$ cat src/hw/rtl/shdf_pkg.sv
package shdf_pkg;

  localparam int unsigned WinDepth = 7;

  localparam logic [7:0] Magic0   = 8'h0B;
  localparam logic [7:0] Magic1   = 8'hB0;
  localparam logic [7:0] Magic2   = 8'h21;
  // 8-bit sum of the three magic bytes
  localparam logic [7:0] MagicSum = 8'hDC;

  typedef enum logic {
    KIND_HEADER  = 1'b0,
    KIND_PAYLOAD = 1'b1
  } shdf_kind_e;

  typedef struct packed {
    shdf_kind_e  kind;
    logic [7:0]  data;
    logic [15:0] length;
    logic        last;
  } shdf_result_t;

endpackage

$ cat src/hw/rtl/sync_header_packet_deframer_unit.sv
// Channel   Direction  Handshake                 Payload
// in        input      in_valid_i / in_stall_o   rx_byte_i[7:0]
// out       output     out_valid_o / out_stall_i kind_o, data_o[7:0], length_o[15:0], last_o
//
// One byte is taken every cycle while the input does not stall; each byte is held
// in the input register and its result is then loaded into the result register.
// The header compare, 8-bit check sum and payload counter sit between the
// two registers.
// Reset clears the seven-byte window, the length, the count and both valids.
// An output stall holds the result register; the input stalls only when a
// byte that yields a result waits behind a stalled, full result register.
module sync_header_packet_deframer_unit
  import shdf_pkg::*;
(
  input  logic        clk_i,
  input  logic        rst_ni,
  input  logic        in_valid_i,
  output logic        in_stall_o,
  input  logic [7:0]  rx_byte_i,
  output logic        out_valid_o,
  input  logic        out_stall_i,
  output logic        kind_o,
  output logic [7:0]  data_o,
  output logic [15:0] length_o,
  output logic        last_o
);

  logic         s1_valid;
  logic [7:0]   s1_byte;
  logic         has_result;
  logic         consume;
  logic         load;
  shdf_result_t core_res;
  shdf_result_t out_res;

  // A byte leaves the input register when it yields nothing, or when the
  // result register is free or being drained this cycle.
  assign consume = s1_valid & (~has_result | ~out_valid_o | ~out_stall_i);
  assign load    = consume & has_result;

  shdf_in_stage u_in (
    .clk_i      (clk_i),
    .rst_ni     (rst_ni),
    .in_valid_i (in_valid_i),
    .in_stall_o (in_stall_o),
    .rx_byte_i  (rx_byte_i),
    .consume_i  (consume),
    .s1_valid_o (s1_valid),
    .s1_byte_o  (s1_byte)
  );

  // Window, header match and payload counting; state moves only on consume.
  shdf_core u_core (
    .clk_i        (clk_i),
    .rst_ni       (rst_ni),
    .s1_byte_i    (s1_byte),
    .consume_i    (consume),
    .has_result_o (has_result),
    .result_o     (core_res)
  );

  shdf_out_stage u_out (
    .clk_i       (clk_i),
    .rst_ni      (rst_ni),
    .load_i      (load),
    .result_i    (core_res),
    .out_valid_o (out_valid_o),
    .out_stall_i (out_stall_i),
    .result_o    (out_res)
  );

  assign kind_o   = out_res.kind;
  assign data_o   = out_res.data;
  assign length_o = out_res.length;
  assign last_o   = out_res.last;

`ifndef SYNTHESIS
  // A result that is loaded must show up as valid on the next cycle.
  assert property (@(posedge clk_i) disable iff (!rst_ni) load |=> out_valid_o)
    else $error("loaded result not presented");

  // Stall the input only while a byte is actually held.
  assert property (@(posedge clk_i) disable iff (!rst_ni) in_stall_o |-> s1_valid)
    else $error("input stalled with empty input register");

  // A zero-length header ends the packet at once.
  assert property (@(posedge clk_i) disable iff (!rst_ni)
      (out_valid_o && kind_o == KIND_HEADER && length_o == 16'd0) |-> last_o)
    else $error("zero-length header without last");

  // Never overwrite a result that is stalled on the output.
  assert property (@(posedge clk_i) disable iff (!rst_ni)
      (out_valid_o && out_stall_i) |-> !load)
    else $error("stalled result overwritten");
`endif

endmodule

$ cat src/hw/rtl/shdf_in_stage.sv
module shdf_in_stage
  import shdf_pkg::*;
(
  input  logic       clk_i,
  input  logic       rst_ni,
  input  logic       in_valid_i,
  output logic       in_stall_o,
  input  logic [7:0] rx_byte_i,
  input  logic       consume_i,
  output logic       s1_valid_o,
  output logic [7:0] s1_byte_o
);

  logic       valid_q, valid_d;
  logic [7:0] byte_q;
  logic       accept;

  // hold the byte while the core cannot take it
  assign in_stall_o = valid_q & ~consume_i;
  assign accept     = in_valid_i & ~in_stall_o;

  always_comb begin
    valid_d = valid_q;
    if (accept) begin
      valid_d = 1'b1;
    end else if (consume_i) begin
      valid_d = 1'b0;
    end
  end

  always_ff @(posedge clk_i or negedge rst_ni) begin
    if (!rst_ni) begin
      valid_q <= 1'b0;
    end else begin
      valid_q <= valid_d;
    end
  end

  always_ff @(posedge clk_i) begin
    if (accept) begin
      byte_q <= rx_byte_i;
    end
  end

  assign s1_valid_o = valid_q;
  assign s1_byte_o  = byte_q;

endmodule

$ cat src/hw/rtl/shdf_core.sv
module shdf_core
  import shdf_pkg::*;
(
  input  logic         clk_i,
  input  logic         rst_ni,
  input  logic [7:0]   s1_byte_i,
  input  logic         consume_i,
  output logic         has_result_o,
  output shdf_result_t result_o
);

  logic [7:0]  win_q [WinDepth];
  logic        in_payload_q, in_payload_d;
  logic [15:0] len_q, len_d;
  logic [15:0] cnt_q, cnt_d;

  logic [7:0]  sum;
  logic        match;
  logic [15:0] hdr_len;
  logic [15:0] cnt_inc;
  logic        done;

  assign sum     = MagicSum + win_q[4] + win_q[5] + win_q[6] + s1_byte_i;
  assign match   = (win_q[0] == Magic0) && (win_q[1] == Magic1) &&
                   (win_q[2] == Magic2) && (win_q[3] == ~sum);
  assign hdr_len = {win_q[5], win_q[4]};
  assign cnt_inc = cnt_q + 16'd1;
  assign done    = cnt_inc >= len_q;

  always_comb begin
    in_payload_d = in_payload_q;
    len_d        = len_q;
    cnt_d        = cnt_q;
    has_result_o = 1'b0;
    result_o     = '0;
    if (in_payload_q) begin
      has_result_o    = 1'b1;
      result_o.kind   = KIND_PAYLOAD;
      result_o.data   = s1_byte_i;
      result_o.length = len_q;
      result_o.last   = done;
      cnt_d           = done ? 16'd0 : cnt_inc;
      in_payload_d    = ~done;
    end else if (match) begin
      has_result_o    = 1'b1;
      result_o.kind   = KIND_HEADER;
      result_o.length = hdr_len;
      result_o.last   = (hdr_len == 16'd0);
      len_d           = hdr_len;
      cnt_d           = 16'd0;
      in_payload_d    = (hdr_len != 16'd0);
    end
  end

  always_ff @(posedge clk_i or negedge rst_ni) begin
    if (!rst_ni) begin
      in_payload_q <= 1'b0;
      len_q        <= '0;
      cnt_q        <= '0;
      for (int i = 0; i < WinDepth; i++) begin
        win_q[i] <= '0;
      end
    end else if (consume_i) begin
      in_payload_q <= in_payload_d;
      len_q        <= len_d;
      cnt_q        <= cnt_d;
      // advance the window only on a miss while hunting
      if (!in_payload_q && !match) begin
        for (int i = 0; i < WinDepth - 1; i++) begin
          win_q[i] <= win_q[i+1];
        end
        win_q[WinDepth-1] <= s1_byte_i;
      end
    end
  end

endmodule

$ cat src/hw/rtl/shdf_out_stage.sv
module shdf_out_stage
  import shdf_pkg::*;
(
  input  logic         clk_i,
  input  logic         rst_ni,
  input  logic         load_i,
  input  shdf_result_t result_i,
  output logic         out_valid_o,
  input  logic         out_stall_i,
  output shdf_result_t result_o
);

  logic         valid_q, valid_d;
  shdf_result_t res_q;

  assign valid_d = (valid_q & out_stall_i) | load_i;

  always_ff @(posedge clk_i or negedge rst_ni) begin
    if (!rst_ni) begin
      valid_q <= 1'b0;
    end else begin
      valid_q <= valid_d;
    end
  end

  always_ff @(posedge clk_i) begin
    if (load_i) begin
      res_q <= result_i;
    end
  end

  assign out_valid_o = valid_q;
  assign result_o    = res_q;

endmodule

$ cat config.mk
export PLATFORM = sky130hd
export DESIGN_NAME = sync_header_packet_deframer_unit
export DESIGN_NICKNAME = d
export VERILOG_FILES = /design/src/hw/rtl/shdf_pkg.sv /design/src/hw/rtl/sync_header_packet_deframer_unit.sv /design/src/hw/rtl/shdf_in_stage.sv /design/src/hw/rtl/shdf_core.sv /design/src/hw/rtl/shdf_out_stage.sv
export SDC_FILE = /design/constraint.sdc
export NUM_CORES = 1
export LEC_CHECK = 0
export BUFFER_PORTS_ARGS = -buffer_cell sky130_fd_sc_hd__buf_2
export CORE_ASPECT_RATIO = 1.5
export CORE_MARGIN = 5
export CORE_UTILIZATION = 50
export CTS_BUF_LIST = sky130_fd_sc_hd__clkbuf_2 sky130_fd_sc_hd__clkbuf_4 sky130_fd_sc_hd__clkbuf_8
export DETAILED_ROUTE_END_ITERATION = 10
export PLACE_DENSITY = 0.68
export SKIP_CTS_REPAIR_TIMING = 1
export SYNTH_ARGS = -nofsm -noshare
export SYNTH_HDL_FRONTEND = slang
export SYNTH_SLANG_ARGS = --single-unit
$ cat constraint.sdc
create_clock -name clk_i -period 13.15 [get_ports clk_i]
set_clock_uncertainty 0.05 [all_clocks]
set_input_delay 3.945 -clock clk_i [delete_from_list [all_inputs] [get_ports clk_i]]
set_output_delay 3.945 -clock clk_i [all_outputs]
set_load 0.005 [all_outputs]
Word level (Yosys, flattened, before mapping) --
Index checks and enable logic that the tools add are counted.
Cells by class: add/subtract/negate cells 5, magnitude comparators 1, equal/unequal tests 4, multiplexer cells 12, bitwise logic cells 16, reduce and logical (&&, ||, !) cells 13
Operator list (count):
- 16-bit 2-to-1 mux | 3
- 17-bit 2-to-1 mux | 2
- 8-bit adder | 3
- 16-bit by 1-bit adder with 16-bit output, second input constant | 1
- 16-bit >= comparator | 1
- 16-bit logical NOT | 1
- 16-bit nonzero test | 1
- 8-bit adder, first input constant | 1
- 8-bit by 4-bit == test with 1-bit output, second input constant | 1
- 8-bit by 6-bit == test with 1-bit output, second input constant | 1
- 8-bit == test | 1
- 8-bit == test, second input constant | 1
- 8-bit inverter | 1
- 1-bit 2-to-1 mux | 7
- 1-bit inverter | 7
- 1-bit AND | 5
- 1-bit logical AND | 4
- 2-bit AND reduction | 2
- 2-bit nonzero test | 2
- 1-bit OR | 3
- 3-bit AND reduction | 1
- 1-bit logical NOT | 2
Word-level totals: register bits after elaboration 125, output and inout port bits 28

Depth between registers and ports, before layout --
Gate-level depths: netlist of run 1.
depth after elaboration 18, mapped depth 19, gate-level depth less buffers 17

Cells and area by module --
Synthesis of run 1 repeated with hierarchy kept, for this count alone.
Unflattened totals: cells, all modules 531, area total of the unflattened synthesis 6621.4 sq um
Modules (own cells, without submodules):
- shdf_core | instances 1, cells each 486, area each 5491.5 sq um
- shdf_out_stage | instances 1, cells each 28, area each 813.3 sq um
- shdf_in_stage | instances 1, cells each 13, area each 297.8 sq um
- sync_header_packet_deframer_unit | instances 1, cells each 4, area each 18.8 sq um

Least setup slack after synthesis of run 1 --
Ideal clock, no wire load.
path kind input to output, from input out_stall_i, to output in_stall_o, arrival time 4.157 ns, required time 9.155 ns, path slack 4.998 ns, cell stages on the path 1, path buffers 0, path through o2111a_1
Between the ends: longest elaborated chain between the ends 5
Ends and longest elaborated chain:
- from (decl) | RTL line sync_header_packet_deframer_unit.sv:21 | input logic out_stall_i,
- 1-bit inverter | RTL line sync_header_packet_deframer_unit.sv:38 | assign consume = s1_valid & (~has_result | ~out_valid_o | ~out_stall_i);
- 1-bit OR | RTL line sync_header_packet_deframer_unit.sv:38
- 1-bit AND | RTL line sync_header_packet_deframer_unit.sv:38
- 1-bit inverter | RTL line shdf_in_stage.sv:19 | assign in_stall_o = valid_q & ~consume_i;
- 1-bit AND | RTL line shdf_in_stage.sv:19
- to (decl) | RTL line sync_header_packet_deframer_unit.sv:18 | output logic in_stall_o,
Every way passes these cells.

Worst setup path after layout of run 1 --
from register u_in.byte_q[1], in the netlist u_in.s1_byte_o[1], to output in_stall_o
Between the ends: longest elaborated chain between the ends 12
Ends and longest elaborated chain:
- from (decl) | RTL line shdf_in_stage.sv:15 | logic [7:0] byte_q;
- from (signal assigned) | RTL line shdf_in_stage.sv:41 | byte_q <= rx_byte_i;
- 8-bit adder | RTL line shdf_core.sv:23 | assign sum = MagicSum + win_q[4] + win_q[5] + win_q[6] + s1_byte_i;
- 8-bit inverter | RTL line shdf_core.sv:25 | (win_q[2] == Magic2) && (win_q[3] == ~sum);
- 8-bit == test | RTL line shdf_core.sv:25
- 1-bit logical AND | RTL line shdf_core.sv:25
- 1-bit 2-to-1 mux | RTL line shdf_core.sv:44 | end else if (match) begin
- 1-bit 2-to-1 mux | RTL line shdf_core.sv:36 | if (in_payload_q) begin
- 1-bit inverter | RTL line sync_header_packet_deframer_unit.sv:38
- 1-bit OR (2 in a row) | RTL line sync_header_packet_deframer_unit.sv:38
- 1-bit AND | RTL line sync_header_packet_deframer_unit.sv:38
- 1-bit inverter | RTL line shdf_in_stage.sv:19
- 1-bit AND | RTL line shdf_in_stage.sv:19
Every way passes these cells.

==> results.json, run 1 <==
{
  "post-place-cells": 738,
  "fin_nets": 656,
  "gp_congestion": 0.8922,
  "ant_nets": 0,
  "ys_ff_latch": 125,
  "port_buffers": 39,
  "clkSinkCount": 125,
  "status": "completed",
  "crit_type": "reg -> out",
  "io_pins": 40,
  "crit_top_cell": "fa_1",
  "rsz0062_at_grt": "no",
  "path_buf_inv": 4,
  "hold_viol": 0,
  "multi_input_area_sq_um": 2730,
  "cts.root.buffer_cell": "clkbuf_8",
  "seq_area_sq_um": 3298,
  "min_path_type": "reg -> reg",
  "yosysUniqueCellTypes": 48,
  "dpl.hpwl_microns": 9964,
  "core-area_sq_um": 12510,
  "fin_setup_tns_ns": 0,
  "p_int_w": 0.0009047,
  "area_delta_synth_final_pct": 11.78,
  "routed_wirelength_microns": 13360,
  "antenna_found_initial": 0,
  "start_util": 0.5086,
  "grt_pass1_wl_microns": 22260,
  "syn-cell-area_sq_um": 6364,
  "grt_pass1_vias": 4427,
  "htreeDepth": 4,
  "postSynthCellCount": 557,
  "use_met1": 0.2163,
  "synth_seq_area_share": 0.5183,
  "layout_commonest_cell": "dfrtp_1",
  "die_y_microns": 148.2,
  "p_comb_frac": 0.344,
  "slowest_delay_ns": 0.65,
  "power_leakage_nw": 3.318,
  "setup_violations": 0,
  "relSlewSlack": 0.3196,
  "end_kind": "primary output",
  "cp-start-kind": "register",
  "fin_cells": 770,
  "clk_pin_slew_ns": 0.08,
  "gr-total-overflow": 0,
  "synth.area.mux_share": 0.09005,
  "ys_async_sr_fraction": 0.7280,
  "yosys.area_share.simple": 0.1188,
  "cp_cell_sequence": "fa_1 > fa_1 > inv_1 > fa_1 > inv_1 > ha_1 > inv_1 > fa_1 > xnor2_1 > nand4_1 > nor4_1 > nand3_2 > nor2_2 > o2111a_1 > buf_2",
  "max-cap-violations": 0,
  "synth_edf_count": 34,
  "use_met3": 0.03848,
  "numCtsBuffers": 17,
  "die_width_microns": 102.1,
  "globalRouteTotalUtil": 0.1937,
  "fill_cells": 1052,
  "min_period_over_period": 0.6841,
  "insertion_delay_ns": 0.44,
  "rows": 50,
  "crit_path_max_fanout": 18,
  "cts_tree": "built",
  "fmax_mhz": 111.2,
  "busiest_layer": "met2",
  "vias_per_cell": 5.371,
  "avgSynthCellArea_sq_um": 11.42,
  "grt_max_degree": 58,
  "antenna_cells": 0,
  "layout_common_cells": "dfrtp_1 (91), nand2_1 (87), inv_1 (52), o21ai_0 (52), mux2_2 (50)",
  "drt_iter0_drc": 210,
  "grt.met2_usage": 0.3503,
  "crit_family": "adder cells",
  "peakVddDrop_v": 0.0001041,
  "die_area_sq_um": 15130,
  "ys_warn_count": 0,
  "first_pass_iters": 5,
  "wl_per_cell_microns": 17.34,
  "powerDensity_nw_per_um2": 194.1,
  "synth.net_count": 612,
  "fin_crit_ns": 8.996,
  "cp.required_ns": 9.15,
  "synth_xor_area_frac": 0.03421,
  "cts_buffer_depth": 2,
  "synth_top_family_by_area": "simple AND/OR/NAND/NOR gates",
  "pwr-share-seq": 0.377,
  "critPathArrivalTime_ns": 5.00,
  "cp_slowest_cell": "nor2_2",
  "clockPowerShare": 0.279,
  "vias": 4136,
  "synthFlopType": "dfrtp_1",
  "drc_errors": 0,
  "layout-drive-gt1-share": 0.2313,
  "switching_share": 0.3448,
  "yosys.area_share.adder": 0.1011,
  "synth-compound-area-share": 0.08494,
  "tightest_slew_ns": 1.018,
  "net-switching-power_w": 0.0004761,
  "slew_viol_final": 0
}
cell usage after synthesis, types with 4 or more instances:
| library cell | n | area [sq um] |
|---|---|---|
| dfrtp_1 | 91 | 2277 |
| nand2_1 | 87 | 326.6 |
| inv_1 | 52 | 195.2 |
| o21ai_0 | 52 | 260.3 |
| mux2_2 | 50 | 563.0 |
| edfxtp_1 | 34 | 1021 |
| ha_1 | 29 | 362.9 |
| xnor2_1 | 16 | 140.1 |
| fa_1 | 14 | 280.3 |
| a21oi_1 | 13 | 65.06 |
| nand3_1 | 9 | 45.04 |
| nor2_1 | 9 | 33.78 |
| nand4_1 | 8 | 50.05 |
| xor2_1 | 7 | 61.31 |
| buf_6 | 6 | 67.56 |
| clkbuf_1 | 6 | 22.52 |
| nor4_1 | 6 | 37.54 |
| a31o_2 | 5 | 43.79 |
| and2b_1 | 5 | 37.54 |
| o21ai_1 | 5 | 25.02 |
| and2_1 | 4 | 25.02 |
| buf_2 | 4 | 20.02 |
| or2_2 | 4 | 25.02 |
| or3_1 | 4 | 25.02 |
worst paths after layout:
check                                   from               to  slack (ns)  depth (start not counted)
setup / recovery           u_in.s1_byte_o[1]       in_stall_o        4.15                         15
hold / removal               u_core.win_q[2]  u_core.win_q[2]        0.44                          2
setup reg to reg           u_in.s1_byte_o[1]  u_core.cnt_q[8]        7.73                         16
hold reg to reg              u_core.win_q[2]  u_core.win_q[2]        0.44                          2
max in group asynchronous             rst_ni  u_core.win_q[0]        8.55                          2
min in group asynchronous             rst_ni  u_in.s1_valid_o        3.41                          1
layout make-up:
cell class | instances | area share
sequential | 125 | 0.4637
clock inverter | 14 | 0.03061
inverter | 52 | 0.02744
tap | 156 | 0.02744
clock buffer | 18 | 0.03395
multi-input combinational | 361 | 0.3838
timing repair buffer | 44 | 0.03307
worst register-to-register path, cell delays in order, from the launching register on:
cell      delay [ns]
edfxtp_1        0.43
fa_1            0.45
fa_1            0.49
inv_1           0.05
fa_1            0.49
inv_1           0.04
ha_1            0.21
inv_1           0.07
fa_1            0.43
xnor2_1         0.17
nand4_1         0.11
nor4_1          0.31
nand3_2         0.25
o31ai_4         0.83
buf_4           0.48
and2b_1         0.25
a31o_2          0.20
kinds of logic (layout without fill, tap and decap cells):
family | after synthesis | count (layout)
simple gates | 154 | 154
flops | 125 | 125
compound gates | 89 | 89
buf+inv | 71 | 128
mux | 51 | 51
xor+xnor | 24 | 24
fa+ha+maj | 43 | 43
stage by stage:
stage	hold WS [ns]	total power [W]	instance area, sq um	setup slack (ns)	utilization
6_report	0.4411	0.001381	7113	4.154	0.5685
5_1_grt	0.4813	0.001477	7113	3.900	0.5685
4_1_cts	0.4462	0.001392	7113	4.131	0.5685
3_5_place_dp	0.4295	0.001006	6654	4.612	0.5318
3_3_place_gp	0.4159	0.0009861	6654	4.696	0.5318
2_1_floorplan	0.3731	0.0009033	6364	4.998	-
power by group through the flow:
stage               Combinational, W  Clock (W)  Sequential, W
floorplan                   0.000399          0       0.000504
global placement            0.000460          0       0.000526
detailed placement          0.000476          0       0.000530
CTS                         0.000479   0.000391       0.000522
global route                0.000539   0.000409       0.000529
finish                      0.000475   0.000385       0.000521
per-layer routing:
metal	vias to the layer above	routed length (microns)
met5	-	0
met3	24	409
li1	2004	-
met2	76	7408
met1	2032	5166
met4	0	371
sequential cells by signal, indices dropped and copies added, names as in the netlist:
register             cells
u_in.s1_valid_o          1
u_out.out_valid_o        1
u_core.cnt_q            16
u_core.len_q            16
u_core.win_q            40
u_core.hdr_len          16
u_out.result_o          26
u_core.in_payload_q      1
u_in.s1_byte_o           8
(Power assumes the default switching activity.)
==> run 2: changes to the inputs <==
PLACE_DENSITY = 0.7   (was 0.68)
clock period = 8 ns   (was 13.15 ns; I/O delays follow)
==> results.json, run 2 (synthesis results as in run 1) <==
{
  "layout_common_cells": "dfrtp_1 (91), nand2_1 (87), inv_1 (52), o21ai_0 (52), mux2_2 (50)",
  "clockPowerShare": 0.245,
  "net-switching-power_w": 0.0007698,
  "dpl_cell_area_sq_um": 6661,
  "worst_hold_slack_ns": 0.4446,
  "post-place-cells": 739,
  "max-cap-violations": 0,
  "p_int_w": 0.001413,
  "relSlewSlack": 0.3386,
  "switching_share": 0.3527,
  "hold_viol": 0,
  "cts.root.buffer_cell": "clkbuf_8",
  "core-area_sq_um": 12510,
  "use_met1": 0.2174,
  "pwr-share-seq": 0.392,
  "tightest_slew_ns": 0.9901,
  "min_period_over_period": 0.8978,
  "fin_nets": 657,
  "top_register": "u_core.win_q",
  "power_leakage_nw": 3.309,
  "die_y_microns": 148.2,
  "antenna_cells": 0,
  "timing.rr.start": "u_in.s1_byte_o[1]",
  "layout_commonest_cell": "dfrtp_1",
  "status": "completed",
  "fin_ws_ns": 0.8179,
  "die_area_sq_um": 15130,
  "grt.met2_usage": 0.3454,
  "p_comb_frac": 0.363,
  "globalRouteTotalUtil": 0.1934,
  "clk_pin_slew_ns": 0.06,
  "powerDensity_nw_per_um2": 310.0,
  "drc_errors": 0,
  "fmax_mhz": 139.2,
  "vias_per_cell": 5.449,
  "die_width_microns": 102.1,
  "routed_wirelength_microns": 13450,
  "area_delta_synth_final_pct": 10.66,
  "pre_cts_slack_ns": 1.271,
  "antenna_found_initial": 0,
  "grt_pass1_vias": 4446,
  "crit_path_max_fanout": 18,
  "htreeDepth": 4,
  "setup_violations": 0,
  "fin_setup_tns_ns": 0,
  "hold_depth": 2,
  "drt_iter0_drc": 240,
  "min_path_type": "reg -> reg",
  "port_buffers": 39,
  "rsz0062_at_grt": "no",
  "end_kind": "primary output",
  "vias": 4201,
  "gr-total-overflow": 0,
  "r2r_slack_ns": 2.54,
  "slew_viol_final": 0,
  "fin_cells": 771,
  "io_pins": 40,
  "cts_tree": "built",
  "clkSinkCount": 125,
  "crit_type": "reg -> out",
  "grt_pass1_wl_microns": 22360,
  "reg2reg_depth": 16,
  "worst_r2r_endpoint": "u_core.cnt_q[8]",
  "ant_nets": 0,
  "rows": 50,
  "largest_register_ffs": 40,
  "wl_per_cell_microns": 17.44,
  "gp_congestion": 0.8968,
  "grt_max_degree": 62,
  "busiest_layer": "met2",
  "use_met3": 0.04176,
  "dpl.hpwl_microns": 10150,
  "peakVddDrop_v": 0.0001797,
  "critPathArrivalTime_ns": 4.73,
  "min_from": "u_core.win_q[2]",
  "start_util": 0.5086,
  "fin_crit_ns": 7.182,
  "min_to": "u_core.win_q[2]",
  "insertion_delay_ns": 0.44,
  "cts_buffer_depth": 2,
  "cp.required_ns": 5.55,
  "layout-drive-gt1-share": 0.2325,
  "fin_area_sq_um": 7042,
  "first_pass_iters": 5,
  "numCtsBuffers": 17,
  "cp-start-kind": "register"
}
-- run 2: power by group through the flow --
stage / combinational (W) / clock, W / sequential (W)
after floorplan: 0.000656 / 0 / 0.000829
after global placement: 0.000754 / 0 / 0.000863
final: 0.000792 / 0.000535 / 0.000856
after detailed placement: 0.000800 / 0 / 0.000869
after CTS: 0.000803 / 0.000546 / 0.000857
after global routing: 0.000891 / 0.000576 / 0.000869
-- run 2: metal layers --
metal	routed length (microns)	up-vias
met5	0	-
met4	431	0
met3	356	26
met2	7588	71
met1	5073	2107
li1	-	1997
-- run 2: worst max path at each step --
stage | depth (start not counted) | slack, ns | startpoint | endpoint
6_report | 16 | 0.82 | u_in.s1_byte_o[1] | in_stall_o
5_1_grt | 16 | 0.58 | u_in.s1_byte_o[1] | in_stall_o
4_1_cts | 16 | 0.80 | u_in.s1_byte_o[1] | in_stall_o
3_5_place_dp | 16 | 1.27 | u_in.s1_byte_o[1] | in_stall_o
3_3_place_gp | 16 | 1.39 | u_in.s1_byte_o[1] | in_stall_o
2_1_floorplan | 14 | 1.74 | u_in.s1_byte_o[1] | in_stall_o
-- run 2: per-stage QoR --
stage	total power [W]	util
global placement	0.001618	0.5324
detailed placement	0.001669	0.5324
CTS	0.002205	0.5628
global route	0.002336	0.5628
floorplan	0.001485	-
finish	0.002183	0.5628
-- run 2: cell type report --
| type | instances | area (sq um) |
|---|---|---|
| Multi-Input combinational cell | 361 | 2730 |
| Timing Repair Buffer | 45 | 242.7 |
| Fill cell | 1095 | 5470 |
| Tap cell | 156 | 195.2 |
| Clock buffer | 23 | 285.3 |
| Sequential cell | 125 | 3298 |
| Clock inverter | 9 | 95.09 |
| Inverter | 52 | 195.2 |
-- run 2: worst max-delay path: stages, from the launching register on --
cell and delay (ns):
edfxtp_1 0.43, fa_1 0.46, fa_1 0.50, inv_1 0.05
fa_1 0.49, inv_1 0.05, ha_1 0.20, inv_1 0.07
fa_1 0.42, xnor2_1 0.17, nand4_1 0.11, nor4_1 0.31
nand3_2 0.26, nor2_2 0.15, buf_4 0.25, o2111a_1 0.24
buf_2 0.13
